## src/hdl/crc16_nibble_check_core_assert.svh

```systemverilog
// ----------------------------------------------------------------------------
// crc16_nibble_check_core_assert.svh
// Assertion macros shared by the CRC-16 nibble check core.
// Each macro expects aclk and aresetn in scope.
// ----------------------------------------------------------------------------
`ifndef CRC16_NIBBLE_CHECK_CORE_ASSERT_SVH
`define CRC16_NIBBLE_CHECK_CORE_ASSERT_SVH

// Same-cycle implication, disabled during reset
`define CRC16NC_ASSERT_IMPL(lbl, ante, cons) \
    lbl: assert property (@(posedge aclk) disable iff (!aresetn) (ante) |-> (cons)) \
        else $error("crc16nc: same-cycle check failed");

// Next-cycle implication, disabled during reset
`define CRC16NC_ASSERT_NEXT(lbl, ante, cons) \
    lbl: assert property (@(posedge aclk) disable iff (!aresetn) (ante) |=> (cons)) \
        else $error("crc16nc: next-cycle check failed");

`endif

```

## src/hdl/crc16nc_pkg.sv

```systemverilog
// ----------------------------------------------------------------------------
// crc16nc_pkg
// Shared types, status codes and the nibble-wise CRC-16 (poly 0xA001,
// reflected) helpers for the CRC-16 nibble check core.
// ----------------------------------------------------------------------------
package crc16nc_pkg;

    localparam logic [15:0] CRC_START = 16'h55AA;

    typedef logic [1:0] status_t;

    localparam status_t ST_OK       = 2'd0;
    localparam status_t ST_MISMATCH = 2'd1;
    localparam status_t ST_SHORT    = 2'd2;

    // One input beat
    typedef struct packed {
        logic [7:0] data_byte;
        logic       last_byte;
    } item_t;

    // One result beat
    typedef struct packed {
        logic [15:0] crc_value;
        logic [15:0] stored_value;
        status_t     status;
    } result_t;

    // Control from the top level into the engine
    typedef struct packed {
        logic step;        // commit the item in the input register
        logic check_mode;  // current mode register
    } eng_ctrl_t;

    // 4-bit table step for the reflected polynomial 0xA001
    function automatic logic [15:0] nib_tab(input logic [3:0] idx);
        logic [15:0] val;
        unique case (idx)
            4'h0: val = 16'h0000;
            4'h1: val = 16'hCC01;
            4'h2: val = 16'hD801;
            4'h3: val = 16'h1400;
            4'h4: val = 16'hF001;
            4'h5: val = 16'h3C00;
            4'h6: val = 16'h2800;
            4'h7: val = 16'hE401;
            4'h8: val = 16'hA001;
            4'h9: val = 16'h6C00;
            4'hA: val = 16'h7800;
            4'hB: val = 16'hB401;
            4'hC: val = 16'h5000;
            4'hD: val = 16'h9C01;
            4'hE: val = 16'h8801;
            4'hF: val = 16'h4400;
            default: val = 16'h0000;
        endcase
        return val;
    endfunction

    // Fold one byte: low nibble first, then high nibble
    function automatic logic [15:0] crc_byte(input logic [15:0] crc, input logic [7:0] b);
        logic [15:0] c1;
        logic [15:0] c2;
        c1 = (crc >> 4) ^ nib_tab(crc[3:0]) ^ nib_tab(b[3:0]);
        c2 = (c1 >> 4) ^ nib_tab(c1[3:0]) ^ nib_tab(b[7:4]);
        return c2;
    endfunction

endpackage

```

## src/hdl/crc16_nibble_check_core.sv

```systemverilog
// A last byte goes through the input register, then the result register, to m_*.
// One byte per cycle unless stalled; the CRC fold of a byte (two table steps) is combinational.
// A non-last byte always moves on; a last byte waits in the input register while the
// result register holds an unread result, which stalls s_ready.
// Reset (aresetn low, synchronous): CRC back to 0x55AA, hold count zero, compute mode,
// both pipeline registers empty.
// ----------------------------------------------------------------------------
// crc16_nibble_check_core
// Streaming CRC-16 generator/checker, one byte per beat, with a check mode
// that compares the CRC against a trailing little-endian stored CRC.
// ----------------------------------------------------------------------------
`include "crc16_nibble_check_core_assert.svh"

module crc16_nibble_check_core
    import crc16nc_pkg::*;
(
    input  logic        aclk,
    input  logic        aresetn,
    // configuration write
    input  logic        cfg_valid,
    output logic        cfg_ready,
    input  logic        cfg_data,
    // byte input
    input  logic        s_valid,
    output logic        s_ready,
    input  logic [7:0]  s_data_byte,
    input  logic        s_last_byte,
    // result output
    output logic        m_valid,
    input  logic        m_ready,
    output logic [15:0] m_crc_value,
    output logic [15:0] m_stored_value,
    output logic [1:0]  m_status
);

    logic      mode_reg;
    logic      in_vld_reg;
    item_t     in_item_reg;
    logic      out_vld_reg, out_vld_next;
    result_t   out_res_reg;
    result_t   eng_res;
    eng_ctrl_t eng_ctrl;
    logic      out_free;
    logic      advance;
    logic      res_short;
    logic      short_fields_ok;
    logic      res_check_ok;

    // Mode register
    assign cfg_ready = 1'b1;

    always_ff @(posedge aclk) begin
        if (!aresetn) begin
            mode_reg <= 1'b0;
        end else if (cfg_valid) begin
            mode_reg <= cfg_data;
        end
    end

    // Flow control: a non-last beat always moves on, a last beat needs a free result slot
    assign out_free = !out_vld_reg || m_ready;
    assign advance  = in_vld_reg && (!in_item_reg.last_byte || out_free);
    assign s_ready  = !in_vld_reg || advance;

    // Input register
    always_ff @(posedge aclk) begin
        if (!aresetn) begin
            in_vld_reg <= 1'b0;
        end else if (s_ready) begin
            in_vld_reg <= s_valid;
        end
    end

    always_ff @(posedge aclk) begin
        if (s_valid && s_ready) begin
            in_item_reg.data_byte <= s_data_byte;
            in_item_reg.last_byte <= s_last_byte;
        end
    end

    // Message state and fold logic
    assign eng_ctrl.step       = advance;
    assign eng_ctrl.check_mode = mode_reg;

    crc16nc_engine u_engine (
        .aclk    (aclk),
        .aresetn (aresetn),
        .ctrl    (eng_ctrl),
        .item    (in_item_reg),
        .result  (eng_res)
    );

    // Result register
    always_comb begin
        if (advance && in_item_reg.last_byte) begin
            out_vld_next = 1'b1;
        end else if (m_ready) begin
            out_vld_next = 1'b0;
        end else begin
            out_vld_next = out_vld_reg;
        end
    end

    always_ff @(posedge aclk) begin
        if (!aresetn) begin
            out_vld_reg <= 1'b0;
        end else begin
            out_vld_reg <= out_vld_next;
        end
    end

    always_ff @(posedge aclk) begin
        if (advance && in_item_reg.last_byte) begin
            out_res_reg <= eng_res;
        end
    end

    assign m_valid        = out_vld_reg;
    assign m_crc_value    = out_res_reg.crc_value;
    assign m_stored_value = out_res_reg.stored_value;
    assign m_status       = out_res_reg.status;

    // Checks
    assign res_short       = m_valid && m_status == ST_SHORT;
    assign short_fields_ok = m_crc_value == CRC_START && m_stored_value == 16'h0000;
    assign res_check_ok    = m_valid && mode_reg && m_status == ST_OK;

    `CRC16NC_ASSERT_IMPL(a_status_code, m_valid, m_status <= ST_SHORT)
    `CRC16NC_ASSERT_IMPL(a_short_fields, res_short, short_fields_ok)
    `CRC16NC_ASSERT_IMPL(a_check_ok_match, res_check_ok, m_crc_value == m_stored_value)
    `CRC16NC_ASSERT_NEXT(a_last_gives_result, advance && in_item_reg.last_byte, m_valid)

endmodule

```

## src/hdl/crc16nc_engine.sv

```systemverilog
// ----------------------------------------------------------------------------
// crc16nc_engine
// Message state (running CRC, two-byte hold buffer, hold count) and the
// combinational fold/compare logic for the item in the input register.
// ----------------------------------------------------------------------------
module crc16nc_engine
    import crc16nc_pkg::*;
(
    input  logic      aclk,
    input  logic      aresetn,
    input  eng_ctrl_t ctrl,
    input  item_t     item,
    output result_t   result
);

    logic [15:0] crc_reg,   crc_next;
    logic [7:0]  held0_reg, held0_next;
    logic [7:0]  held1_reg, held1_next;
    logic [1:0]  cnt_reg,   cnt_next;

    logic [15:0] crc_mid;
    logic [15:0] fold_in;
    logic [7:0]  fold_byte;
    logic [1:0]  cnt_mid;

    // Pick the byte that enters the CRC this beat
    always_comb begin
        if (ctrl.check_mode) begin
            fold_byte = held0_reg;
        end else begin
            fold_byte = item.data_byte;
        end
        fold_in = crc_byte(crc_reg, fold_byte);
    end

    // Hold buffer update and CRC advance
    always_comb begin
        crc_mid    = crc_reg;
        held0_next = held0_reg;
        held1_next = held1_reg;
        cnt_mid    = cnt_reg;
        if (ctrl.check_mode) begin
            if (cnt_reg[1]) begin
                // buffer full: oldest byte is covered, shift down
                crc_mid    = fold_in;
                held0_next = held1_reg;
                held1_next = item.data_byte;
                cnt_mid    = 2'd2;
            end else if (cnt_reg[0]) begin
                held1_next = item.data_byte;
                cnt_mid    = 2'd2;
            end else begin
                held0_next = item.data_byte;
                cnt_mid    = 2'd1;
            end
        end else begin
            crc_mid = fold_in;
            cnt_mid = 2'd0;
        end
    end

    // Result for a last byte
    always_comb begin
        if (!ctrl.check_mode) begin
            result.crc_value    = crc_mid;
            result.stored_value = 16'h0000;
            result.status       = ST_OK;
        end else if (!cnt_mid[1]) begin
            result.crc_value    = CRC_START;
            result.stored_value = 16'h0000;
            result.status       = ST_SHORT;
        end else begin
            result.crc_value    = crc_mid;
            result.stored_value = {held1_next, held0_next};
            result.status       = (crc_mid == {held1_next, held0_next}) ? ST_OK : ST_MISMATCH;
        end
    end

    // Restart after every last byte
    always_comb begin
        if (item.last_byte) begin
            crc_next = CRC_START;
            cnt_next = 2'd0;
        end else begin
            crc_next = crc_mid;
            cnt_next = cnt_mid;
        end
    end

    // Control state
    always_ff @(posedge aclk) begin
        if (!aresetn) begin
            crc_reg <= CRC_START;
            cnt_reg <= 2'd0;
        end else if (ctrl.step) begin
            crc_reg <= crc_next;
            cnt_reg <= cnt_next;
        end
    end

    // Held bytes: payload, no reset
    always_ff @(posedge aclk) begin
        if (ctrl.step) begin
            held0_reg <= held0_next;
            held1_reg <= held1_next;
        end
    end

endmodule

```

## config.mk

```make
export PLATFORM = sky130hd
export DESIGN_NAME = crc16_nibble_check_core
export DESIGN_NICKNAME = d
export VERILOG_FILES = /design/src/hdl/crc16nc_pkg.sv /design/src/hdl/crc16_nibble_check_core.sv /design/src/hdl/crc16nc_engine.sv
export VERILOG_INCLUDE_DIRS = /design/src /design/src/hdl
export SDC_FILE = /design/constraint.sdc
export NUM_CORES = 1
export LEC_CHECK = 0
export ABC_AREA = 1
export BUFFER_PORTS_ARGS = -buffer_cell sky130_fd_sc_hd__buf_2
export CORE_UTILIZATION = 37
export CTS_CLUSTER_SIZE = 28
export DETAILED_ROUTE_END_ITERATION = 8
export PLACE_DENSITY = 0.65
export SYNTH_ARGS = -nofsm -noshare
export SYNTH_HDL_FRONTEND = slang
export SYNTH_SLANG_ARGS = --single-unit
export TNS_END_PERCENT = 30
```

## constraint.sdc

```tcl
create_clock -name aclk -period 2.5 [get_ports aclk]
set_input_delay 0.5 -clock aclk [delete_from_list [all_inputs] [get_ports aclk]]
set_output_delay 0.5 -clock aclk [all_outputs]
set_load 0.005 [all_outputs]
```

==> reports/summary.txt, run 1 <==
Synth cell types - 31
CTS H-tree depth - 3
setup slack, reg-to-reg - 0.1 ns
die area - 12500 um2
drt total wl - 12100 um
via/cell ratio - 5.16
Setup CP Type - flop to flop
first-pass GRT wire length - 18600 um
maximum VDD drop - 280 uV
core area - 11600 um2
Post-Layout Cell Count - 756
Synth Area per Inst - 8.40 um2
Net count, final - 623
Final Wtd Congestion - 0.981
Clock Pin Slew Worst Setup and Hold Paths - 0.06 ns
Worst Path Required - 2.60 ns
Fillers - 1103
CTS Buf Count - 9
Iter 0 DRT Violations - 309
CP bufs+invs - 4
Slowest-stage cell, CP - dfxtp_4
type of the worst min-delay path - input pin to flop
Hold Path End - in_item_reg[0]
post-route clock period utilization - 96.0%
Root Buffer Master - clkbuf_16
ANT nets after route - 0
CP Launch Type - flop
crit-path max FO - 14
Cell Count Post-Placement - 729
IO Pins - 52
top-area cell type share of the netlist area - 39.7%
max-slew violations - 0
# diodes - 0
die width - 112 um
MaxCap Viol Count - 0
worst reg2reg startpoint - mode_reg
Max stage delay on crit path - 0.38 ns
commonest non-fill, non-tap cell in the layout - nand2_1
post-synthesis sequential area ratio - 51.8%
syn nets - 546
GRT Total Usage - 19.6%
setup violators final - 0
Critical R2R Capture - m_status[0]
CTS max path bufs - 2
RSZ-0062 raised after global routing - yes
final-report hold violation count - 0
yosys warns - 0
cell depth of the worst flop-to-flop path - 16
Synth Cell Area - 4460 um2
hold path depth - 1
largest net degree at the start of global routing - 29
initial core utilization - 38.6%
Period minus WS final - 2.40 ns
CP Data Arrival Time - 2.50 ns
result of the run - complete, but fails checks
Rows - 39
max_slew headroom - 62.0%
DP Wirelength - 8870 um
hold_ws - 0.325 ns
Synth area leader - edfxtp_1
Die Span Y - 112 um
antenna violations before repair - 0
Clock Skew - 0.00658 ns
synth top area cells - edfxtp_1 40%, nand2_1 14%, dfxtp_1 12%
leakage power - 2.54 nW
Least-Margin Pin Slew - 0.567 ns
DRC - 6
clock sink count - 86
TritonRoute pass-1 iters - 9
violated checks - DRC
storage element area - 2320 um2
Worst setup EP type - flop
GRT overflow - 0
CP top delay family - simple AND/OR/NAND/NOR gates
vias in the first global route - 3671
port bufs - 50
CTS tree - done
share of layout cells above drive strength 1 - 25.4%
via count - 3904
commonest cells after routing, fill and taps aside - 147 x nand2_1, 66 x inv_1, 59 x edfxtp_1, 50 x buf_2, 30 x nand3_1
synthesized flop and latch total - 86
Worst Hold Launch - s_last_byte
P&R area growth vs syn - 24.3%
fmax - 417 MHz
multi-input logic area - 1930 um2
WL/cell - 16.0 um
clock latency on the worst-skew pair - 0.35 ns
power per cell area - 698 nW/um2
Gate Count Post-Synth - 531
ordered cell list for the critical path - buf_12 -> o21ai_4 -> buf_6 -> nand3_2 -> nand3_4 -> buf_4 -> nand3_1 -> nand3_2 -> nand2_2 -> nand2_1 -> nand2_1 -> xnor2_1 -> inv_1 -> nand3_1 -> nor2_1 -> nor2_1
## worst register-to-register path: cells and delay by family, from the launching register on
| family | cells | cell delay [ns] |
|---|---|---|
| compound gates | 1 | 0.28 |
| xor+xnor | 1 | 0.14 |
| buf+inv | 4 | 0.50 |
| flops | 1 | 0.38 |
| simple gates | 10 | 0.85 |
## cell families after synthesis
| logic type | after synthesis | synth area share (%) |
|---|---|---|
| other cells | 1 | 0.0840 |
| compound gates | 72 | 9.39 |
| flops | 86 | 51.8 |
| buf+inv | 87 | 8.47 |
| xor+xnor | 24 | 4.71 |
| simple gates | 261 | 25.5 |
## power breakdown
part | switching [mW] | internal, mW | total, mW
logic | 0.492 | 0.296 | 0.788
clock network | 0.533 | 0.891 | 1.42
registers | 0.0473 | 1.61 | 1.66
## through the flow
step | utilization, % | area, um2 | setup TNS (ns) | setup slack [ns] | total power [mW]
6_report | 47.9 | 5550 | 0 | 0.0995 | 3.87
5_1_grt | 47.9 | 5550 | -0.0698 | -0.0698 | 4.05
4_1_cts | 45.7 | 5290 | 0 | 0.0160 | 3.80
3_5_place_dp | 42.9 | 4960 | 0 | 0.00174 | 2.38
3_3_place_gp | 42.9 | 4960 | 0 | 0.00214 | 2.36
2_1_floorplan | - | 4460 | 0 | 0.155 | 2.16
## synthesized netlist by cell type, drive strengths merged
master	number
nand2	171
inv	69
edfxtp	59
nand3	40
nor2	31
o21ai	31
dfxtp	27
a21oi	26
xor2	17
buf	13
or2	10
nand3b	8
o22ai	7
xnor2	7
o211ai	6
clkbuf	5
and2	1
conb	1
o21a	1
o21bai	1
## timing repair
action | in CTS | in global routing
endpoints found under the hold margin | 0 | 0
resized for setup | 1 | 48
buffers inserted | 0 | 9
pin swaps | 0 | 10
endpoints found under the setup margin | 1 | 5
hold buffers | 0 | 0
cloned | 0 | 2
## worst max path at each step
stage,start,slack [ns],cells after the start,end
floorplan,m_ready,0.15,6,m_crc_value[0]
global placement,mode_reg,0.002,14,m_status[0]
detailed placement,mode_reg,0.002,14,m_status[0]
CTS,mode_reg,0.02,19,m_status[0]
global route,mode_reg,-0.07,19,m_status[0]
finish,mode_reg,0.1,16,m_status[0]
## per-layer routing
metal | wire length, um | GRT usage [%]
met2 | 5450 | 31.2
met5 | 0 | 0
met1 | 5240 | 25.4
met3 | 928 | 4.79
met4 | 488 | 8.38
## cell type report
| type | instances | share of cell area, % |
|---|---|---|
| Clock inverter | 3 | 0.699 |
| Clock buffer | 13 | 5.10 |
| Sequential cell | 86 | 41.8 |
| Multi-Input combinational cell | 359 | 34.7 |
| Tap cell | 143 | 3.23 |
| Inverter | 69 | 4.76 |
| Timing Repair Buffer | 83 | 9.72 |
Power figures use the tool's default switching activity.
==> run 2, diff against run 1 <==
Settings changed: ABC_AREA 1 to default.
==> reports/summary.txt, run 2 <==
initial core utilization - 38.6% (+0.043 points)
max-slew violations - 0 (unchanged)
hold path depth - 1 (unchanged)
CTS Buf Count - 9 (unchanged)
maximum VDD drop - 458 uV (+63%)
antenna violations before repair - 0 (unchanged)
setup violators final - 4 (+4)
Worst Path Required - 2.78 ns (+0.18 ns)
Worst Hold Launch - s_last_byte
IO Pins - 52 (unchanged)
Least-Margin Pin Slew - 0.843 ns (+0.276 ns)
Iter 0 DRT Violations - 163 (-47%)
final instance area - 5660 um2 (+2.1%)
max_slew headroom - 43.7% (-18 points)
cell depth of the worst flop-to-flop path - 9 (-7)
Post-synth EDFFs - 59 (unchanged)
GRT Total Usage - 19.7% (+0.14 points)
synth cell count leaders - 59 x edfxtp_1, 27 x dfxtp_1, 27 x xnor2_1
Synth cell types - 47 (+52%)
P&R area growth vs syn - 32.8%
synth top area cells - edfxtp_1 42%, dfxtp_1 13%, xnor2_1 5.5%
syn nets - 386 (-29%)
Synth Area per Inst - 11.5 um2 (+37%)
GR peak layer - met2
Clock Pin Slew Worst Setup and Hold Paths - 0.07 ns (about the same)
Max stage delay on crit path - 0.48 ns (+0.10 ns)
grt met1 use - 23.8% (-1.6 points)
Root Buffer Master - clkbuf_16
die area - 12000 um2 (-4.4%)
Synth area leader - edfxtp_1
Setup CP Type - flop to flop
Post-DP Area - 5120 um2 (+3.3%)
vias in the first global route - 3163 (-14%)
drt total wl - 11200 um (-7.7%)
GRT overflow - 0 (unchanged)
via count - 3246 (-17%)
yosys warns - 0 (unchanged)
setup slack, reg-to-reg - -0.09 ns (-0.19 ns)
# diodes - 0 (unchanged)
power per cell area - 729 nW/um2 (+4.3%)
core area - 11000 um2 (-4.6%)
DP Wirelength - 8270 um (-6.8%)
Post-Layout Cell Count - 636 (-16%)
GR Util met3 - 4.56% (-0.23 points)
largest net degree at the start of global routing - 35 (+21%)
met2 usage - 33.5% (+2.3 points)
synthesized flop and latch total - 86 (unchanged)
clock sink count - 86 (unchanged)
violated checks - setup timing
CTS H-tree depth - 3 (unchanged)
ANT nets after route - 0 (unchanged)
top-area cell type share of the netlist area - 41.6% (+1.9 points)
Cell Count Post-Placement - 610 (-16%)
asr flop ratio synth - 0% (unchanged)
post-route clock period utilization - 104% (+7.7 points)
Main synth FF type - edfxtp_1
Worst setup EP type - flop
RSZ-0062 raised after global routing - yes
Rows - 38 (-2.6%)
share of layout cells above drive strength 1 - 34.3% (+8.8 points)
ordered cell list for the critical path - buf_6 -> mux2i_4 -> xnor2_2 -> xnor3_2 -> xor3_1 -> a22oi_4 -> buf_6 -> and2b_1 -> mux2i_1
Total Power - 4.12 mW (+6.5%)
result of the run - complete, but fails checks
setup TNS - -0.236 ns (-0.236 ns)
cell with the most instances after synthesis - edfxtp_1
Final Wtd Congestion - 0.905 (-7.8%)
TritonRoute pass-1 iters - 4 (-5)
MaxCap Viol Count - 0 (unchanged)
Slowest-stage cell, CP - xnor3_2
first-pass GRT wire length - 16900 um (-9.1%)
Clock Skew - 0.0102 ns (+0.00365 ns)
Period minus WS final - 2.59 ns (+0.192 ns)
Gate Count Post-Synth - 371 (-30%)
Net count, final - 506 (-19%)
post-synthesis sequential area ratio - 54.3% (+2.4 points)
Final Core Density - 51.3% (+3.4 points)
port bufs - 50 (unchanged)
CP Launch Type - flop
worst reg2reg startpoint - mode_reg
Hold Path End - in_item_reg[0]
commonest non-fill, non-tap cell in the layout - buf_4
die width - 109 um (-2.2%)
CP Data Arrival Time - 2.87 ns (+0.37 ns)
final-report hold violation count - 0 (unchanged)
clock latency on the worst-skew pair - 0.36 ns (about the same)
fmax - 386 MHz (-7.4%)
commonest cells after routing, fill and taps aside - 72 x buf_4, 59 x edfxtp_1, 50 x buf_2, 26 x dfxtp_1, 24 x xnor2_1
DRC - 0 (-6)
leakage power - 2.42 nW (-5.0%)
crit-path max FO - 8 (-6)
via/cell ratio - 5.10 (-1.2%)
fin worst setup slack - -0.0921 ns (-0.192 ns)
Die Span Y - 109 um (-2.2%)
CTS max path bufs - 2 (unchanged)
CTS tree - done
Top cell by count, worst path - buf_6
Synth Cell Area - 4260 um2 (-4.5%)
type of the worst min-delay path - input pin to flop
WL/cell - 17.6 um (+9.7%)
[run 2: cell types whose count changed after synthesis, sizes merged, moves of 8 or more]
cell	delta
buf	-8
clkbuf	+8
inv	-51
mux2i	+17
nand2	-148
nand3	-34
nor2	-11
nor2b	+15
o21ai	-19
o22ai	+12
xnor2	+24
[run 2: area by class of cell]
class                   count  area, um2
clock buffers              13        308
clock inverters             3       17.5
repair buffers            127        865
well taps                 140        175
inverters                  19       71.3
fillers                  1005       5370
multi-input cells         248       1910
flip-flops and latches     86       2320
[run 2: worst max-delay path, delay by kind of cell, from the launching register on]
family          cells  cell delay (ns)
compound gates      1             0.24
flops               1             0.39
buf+inv             2             0.27
simple gates        1             0.18
xor+xnor            3             1.06
mux                 2             0.39
[run 2: logic make-up after synthesis]
family | after synthesis | synth area share [%]
and+or+nand+nor | 92 | 10.8
other | 1 | 0.0880
muxes | 19 | 4.52
AOI/OAI and AO/OA | 82 | 12.9
DFF | 86 | 54.3
buffers and inverters | 37 | 3.55
xor gates and xnor gates | 54 | 13.9
[run 2: power by group]
group          switching (mW)  internal [mW]  total, mW
logic                   0.474          0.542       1.02
clock network           0.560          0.865       1.43
registers              0.0616           1.62       1.68
[run 2: routing by layer]
metal / wire length [um] / part of all wire (%)
met5: 0 / 0
met4: 277 / 2.5
met3: 632 / 5.7
met2: 5650 / 51
met1: 4620 / 41
[run 2: per-stage QoR]
| stage | worst slack (ns) | hold WS, ns |
|---|---|---|
| 6_report | -0.0921 | 0.315 |
| 5_1_grt | -0.164 | 0.313 |
| 4_1_cts | -0.107 | 0.305 |
| 3_5_place_dp | -0.255 | 0.537 |
| 3_3_place_gp | -0.0999 | 0.519 |
| 2_1_floorplan | 0.00550 | 0.488 |
[run 2: how the worst max path moves through the flow]
stage / end / startpoint / slack (ns) / depth (start not counted)
2_1_floorplan: m_status[0] / mode_reg / 0.005 / 8
3_5_place_dp: flop / mode_reg / -0.25 / 9
4_1_cts: flop / mode_reg / -0.11 / 9
5_1_grt: m_status[0] / mode_reg / -0.16 / 10
3_3_place_gp: m_status[0] / u_engine.cnt_reg[0] / -0.1 / 9
6_report: flop / mode_reg / -0.09 / 9
[run 2: timing repair]
action	CTS	global route
setup buffers	4	6
gates resized for setup	17	10
pin swaps	7	7
hold buffers	0	0
setup endpoints to repair	8	7
endpoints found under the hold margin	0	0
